<file path="src/rtl/csf_pkg.sv">
package csf_pkg;

  // both lengths share this format, so it cancels in the ratio
  localparam int unsigned LENGTH_FRAC_BITS = 24;
  localparam int unsigned STRAIN_FRAC = 24;
  localparam int unsigned RATIO_W = 57;
  localparam int unsigned FORCE_W = 48;
  localparam logic [47:0] FORCE_MAX = 48'hFFFF_FFFF_FFFF;
  localparam logic [31:0] LOG2E_Q30 = 32'd1549082005;
  localparam logic [31:0] LN2_Q31 = 32'd1488522236;

  localparam logic [2:0] REG_EXP_SCALE = 3'd0;
  localparam logic [2:0] REG_EXP_RATE = 3'd1;
  localparam logic [2:0] REG_RECRUIT = 3'd2;
  localparam logic [2:0] REG_MODULUS = 3'd3;
  localparam logic [2:0] REG_INTERCEPT = 3'd4;
  localparam logic [2:0] REG_THICKNESS = 3'd5;

  typedef enum logic [1:0] {
    REGION_SLACK = 2'd0,
    REGION_EXP = 2'd1,
    REGION_LINEAR = 2'd2
  } region_t;

  // partial quotient carried down the divider chain
  typedef struct packed {
    logic        valid;
    logic [56:0] rem;
    logic [56:0] num;
    logic [56:0] quo;
    logic        zero_div;
    logic [31:0] den;
    logic [31:0] stiffness;
  } div_stage_t;

  // 2^(k/depth) in q.30, built by integer taylor sums at elaboration
  function automatic logic [31:0] pow2_entry(input int unsigned k, input int unsigned depth);
    logic [63:0] z;
    logic [63:0] sum;
    logic [63:0] term;
    z = (64'(k) * 64'(LN2_Q31)) / 64'(depth);
    sum = 64'd1 << 31;
    term = 64'd1 << 31;
    for (int i = 1; i <= 16; i++) begin
      term = ((term * z) >> 31) / 64'(i);
      sum = sum + term;
    end
    return 32'((sum + 64'd1) >> 1);
  endfunction

endpackage

</file>
<file path="src/rtl/csf_div_cell.sv">
module csf_div_cell
  import csf_pkg::*;
(
  input  logic       clk,
  input  logic       rst,
  input  logic       en,
  input  div_stage_t din,
  output div_stage_t dout
);

  // three quotient bits per cell, restoring
  localparam int unsigned BITS = 3;

  div_stage_t nxt;
  logic [57:0] r;

  always_comb begin
    nxt = din;
    r = {1'b0, din.rem};
    for (int i = 0; i < BITS; i++) begin
      r = {r[56:0], nxt.num[56]};
      nxt.num = {nxt.num[55:0], 1'b0};
      if (r >= {26'd0, din.den}) begin
        r = r - {26'd0, din.den};
        nxt.quo = {nxt.quo[55:0], 1'b1};
      end else begin
        nxt.quo = {nxt.quo[55:0], 1'b0};
      end
    end
    nxt.rem = r[56:0];
  end

  always_ff @(posedge clk) begin
    if (rst) begin
      dout.valid <= 1'b0;
    end else if (en) begin
      dout.valid <= din.valid;
    end
    if (en) begin
      dout.rem <= nxt.rem;
      dout.num <= nxt.num;
      dout.quo <= nxt.quo;
      dout.zero_div <= din.zero_div;
      dout.den <= din.den;
      dout.stiffness <= din.stiffness;
    end
  end

endmodule

</file>
<file path="config.mk">
export PLATFORM = sky130hd
export DESIGN_NAME = csf_div_cell
export DESIGN_NICKNAME = d
export VERILOG_FILES = /design/src/rtl/csf_pkg.sv /design/src/rtl/csf_div_cell.sv
export SDC_FILE = /design/constraint.sdc
export NUM_CORES = 1
export LEC_CHECK = 0
export BUFFER_PORTS_ARGS = -buffer_cell sky130_fd_sc_hd__clkbuf_2
export CORE_AREA = 2 2 184 186
export CTS_BUF_LIST = sky130_fd_sc_hd__clkbuf_8
export CTS_CLUSTER_DIAMETER = 50
export DETAILED_ROUTE_END_ITERATION = 16
export DIE_AREA = 0 0 186 188
export PLACE_DENSITY = 0.76
export RECOVER_POWER = 50
export SLEW_MARGIN = 25
export SYNTH_ARGS = -nofsm -noshare
export SYNTH_HDL_FRONTEND = slang
export SYNTH_SLANG_ARGS = --single-unit
</file>
<file path="constraint.sdc">
create_clock -name clk -period 26.2 [get_ports clk]
set_input_delay 7.86 -clock clk [delete_from_list [all_inputs] [get_ports clk]]
set_output_delay 7.86 -clock clk [all_outputs]
set_load 0.005 [all_outputs]
</file>
Yosys cells after proc, flatten, opt, wreduce, memory -nomap -nowiden
Index checks and enable logic that the tools add are counted.

operators by class
  muxes and demuxes = 6
  magnitude comparators = 3
  $add $sub $neg = 3

operators by type and width
  kind            count
  $ge 58x32->1    3
  $mux 57         3
  $sub 57x32->57  3
  $mux 1          3

storage, ports and cells
  bits in registers = 234
  output and inout bits = 237
  word-level logic and storage cells = 19
  input port bits = 240

Logic depth before layout (Yosys ltp)
  depth after elaboration = 6
  mapped depth = 51
  gate-level depth less buffers = 45

Worst setup path after synthesis
Ideal clock, no wire load.

  kind = input -> register
  from = input din[63] in the netlist's numbering
  to = register dout[180] in the netlist's numbering, data pin
  setup slack = 8.510 ns
  setup time = 0.260 ns
  path buffers = 8
  arrival = 17.430 ns
  data required time = 25.940 ns
  cell stages on the path = 46
  cell sequence = inv_1 -> ha_1 -> clkbuf_1 -> a2111oi_2 -> nand2_1 -> nor3_1 -> nand3_1 -> o21a_2 -> nor2_2 -> buf_6 -> buf_6 -> clkbuf_1 -> nand2_1 -> nand2_1 -> ha_1 -> a211oi_1 -> nor2_1 -> a211oi_1 -> [10 not listed] -> ha_1 -> a21o_1 -> a21oi_1 -> o21bai_1 -> a21oi_1 -> o21bai_1 -> a221oi_1 -> a21oi_1 -> a221o_1 -> nand2_1 -> o21ai_0 -> o221a_2 -> or4_4 -> nor4b_2 -> and3_1 -> buf_4 -> buf_4 -> mux2_2

RTL lines
  what         line               RTL
  from (decl)  csf_div_cell.sv:7  input div_stage_t din,
  to (decl)    csf_div_cell.sv:8  output div_stage_t dout

==> run_results.csv <==
group,metric,value,unit
outcome,status,"finished, violations left",
outcome,violations,"capacitance limit, slew limit",
finish,nFillCells,2891,
timing,fin_setup_tns,0,ns
setup_path,cpMaxStageDelayCell,"and3_1",
placed_design,dp_hpwl,48.2,mm
die,num_io_pins,477,
logic_synthesis,yosysUniqueCellTypes,103,
placed_design,gp_congestion,0.952,
logic_synthesis,ys.flop_type,"edfxtp_1",
grt,grt_pass1_wl,86.1,mm
detailed_routing,firstDrtPassIters,7,
logic_synthesis,yosys_warnings,0,
clock_tree,postCtsSetupBuffers,0,
finish,regMostFlops,"dout",
clock_tree,clock_latency,0.55,ns
grt,grt_max_degree,102,
grt,grt_pass1_vias,13900,
logic_synthesis,postSynth.asyncResetShare,0,
pwr,p_per_area,78.2,nW/µm²
clock_tree,tritoncts,"done",
timing,fin_ws,5.72,ns
logic_synthesis,yosys_register_bits,234,
setup_path,start_kind,"primary input",
clock_tree,cts_root_buf,"clkbuf_8",
die,fp.dieH,188,µm
finish,drive_above_1_share,0.241,
finish,reg.largest.list,"dout x234",
detailed_routing,drc,0,
timing,min_period_over_period,0.782,
timing,finalClockSkew,0,ns
pwr,irDropWorstVdd,0.0387,mV
pwr,leakage,8.07,nW
logic_synthesis,syn_area,16100,µm²
detailed_routing,antenna_left,0,
grt,grt-ovfl-total,0,
grt,grt_usage,0.329,
detailed_routing,vias_per_cell,5.94,
setup_path,worstPathRequired,26.49,ns
timing,fmax,0.0488,GHz
setup_path,crit_path_end_kind,"flop",
finish,final_util,0.587,
clock_tree,cts_made_buffers,38,
logic_synthesis,yosysSeqAreaShare,0.435,
die,die_area,35000,µm²
logic_synthesis,syn_avg_cell_area,10.0,µm²
placed_design,pre_cts_ws,5.70,ns
detailed_routing,avgRoutedWirePerCell,23.3,µm
logic_synthesis,ys_top_cells_by_area,"edfxtp_1 43%, ha_1 7.4%, xnor2_1 4.8%, a21oi_1 4.4%, nor2_1 3.6%",
clock_tree,clock-sinks,234,
die,start_util,0.487,
timing,period_minus_slack,20.48,ns
logic_synthesis,synthCells,1610,
clock_tree,clockBufferDepth,3,
die,die_w,186,µm
timing,slew_headroom,-2.78,
clock_tree,h-tree-depth,2,
grt,antenna_found_initial,3,
clock_tree,postCtsResizedCells,0,
setup_path,critPathArrivalTime,20.77,ns
clock_tree,clk_pin_slew,0.06,ns
logic_synthesis,synth_edf_count,233,
setup_path,worst-path-max-fanout,56,
finish,largest_register_ffs,234,
die,core,33100,µm²
finish,syn_to_final_growth,20.5,%
detailed_routing,route.vias.total,15200,
detailed_routing,wirelength,59.4,mm
setup_path,cpMostUsedCell,"a21oi_1",
timing,finalSetupViolCount,0,
hold_path,hold_class,"reg2reg",
finish,nets,2415,
timing,rsz0062_at_grt,"false",
run,cap_violations,1,
detailed_routing,drtIter0Drc,1702,
logic_synthesis,synth.top_cell.area_share,0.434,
placed_design,port_buffers,470,
timing,drv_slew,102,
setup_path,cpPeakStageDelay,0.86,ns
clock_tree,hold_buffers,0,
setup_path,path_class,"in2reg",
logic_synthesis,yosys.area.top_type,"edfxtp_1",
timing,finalHoldViolCount,0,
timing,holdWs,0.557,ns
timing,tightestPinTransition,5.67,ns
die,rows,67,
==> path summary, 6_finish.rpt <==
| check | to | cells past startpoint | start | slack [ns] |
|---|---|---|---|---|
| worst max register to register | dout[236]$_SDFFE_PP0P_ | 2 | dout[236]$_SDFFE_PP0P_ | 25.58 |
| worst min-delay path | dout[236]$_SDFFE_PP0P_ | 2 | dout[236]$_SDFFE_PP0P_ | 0.56 |
| worst min register to register | dout[236]$_SDFFE_PP0P_ | 2 | dout[236]$_SDFFE_PP0P_ | 0.56 |
| worst max-delay path | dout[207]$_DFFE_PP_ | 43 | din[63] | 5.72 |
==> final cells by class <==
cell class / instances / area (µm²) / share of cell area
Multi-Input combinational cell: 1257 / 8540 / 0.439
Sequential cell: 234 / 7020 / 0.361
Timing Repair Buffer: 477 / 2300 / 0.118
Clock buffer: 42 / 578 / 0.0297
Tap cell: 448 / 561 / 0.0288
Inverter: 68 / 258 / 0.0133
Clock inverter: 27 / 191 / 0.00984
Antenna cell: 2 / 5.00 / 0.000257
==> report_power, final <==
| group | internal (mW) | total, mW | leakage, nW | switching [mW] |
|---|---|---|---|---|
| sequential | 0.490 | 0.508 | 2.29 | 0.0176 |
| combinational | 0.287 | 0.687 | 5.36 | 0.400 |
| clock | 0.170 | 0.326 | 0.422 | 0.155 |
==> metal layers <==
layer / wire length (µm) / GRT usage
met5: 18 / 0
met4: 2060 / 0.115
met3: 6020 / 0.0608
met2: 26000 / 0.494
met1: 25300 / 0.474
==> cell families (layout without fill, tap and decap cells) <==
family,Yosys count,in the layout,synth area share
multiplexers,21,21,0.0171
adder cells (fa/ha/maj),99,99,0.0782
flip-flops,234,234,0.435
AO/OA/AOI/OAI,434,434,0.175
buffers and inverters,121,614,0.0366
other,1,5,0.000232
XOR/XNOR,135,135,0.0733
AND/OR/NAND/NOR,565,565,0.184
==> cell usage after synthesis (all sizes together) (8+ instances only) <==
cell type	n
ha	96
or3	25
and2	14
o22ai	9
nand2	121
buf	25
o21ai	88
nand2b	24
or4	17
o21a	11
nor2b	11
o211ai	13
nor3	39
a21o	42
o21bai	12
xnor2	88
clkbuf	28
nor2	158
edfxtp	233
o31ai	17
a21oi	143
nor4b	8
xor2	47
mux2	16
inv	68
a211oi	23
or2	9
nor4	30
nand4	29
and3	14
nand3	43
==> stage by stage <==
stage,power [mW],cell area [µm²],cells
floorplan,0.964,16100,1612
global placement,1.17,18800,2484
detailed placement,1.18,18800,2484
CTS,1.51,19600,2553
global route,1.60,19400,2553
finish,1.52,19400,2555
==> worst max-delay path, delay by kind of cell <==
| kind | cells | cell delay, ns |
|---|---|---|
| compound gates | 20 | 5.65 |
| simple gates | 11 | 3.35 |
| buf+inv | 8 | 1.99 |
| fa+ha+maj | 3 | 1.38 |
| mux | 1 | 0.44 |
==> placed cells by master (no fill, tap or decap), types with 42 or more instances in the layout <==
master      n
a21o_1     42
a21oi_1   141
nor2_1    155
clkbuf_1   86
inv_1      75
clkbuf_2  383
ha_1       96
edfxtp_1  233
o21ai_0    84
nand3_1    43
nand2_1   120
clkbuf_8   42
xor2_1     47
xnor2_1    88
Power figures use the tool's default switching activity.
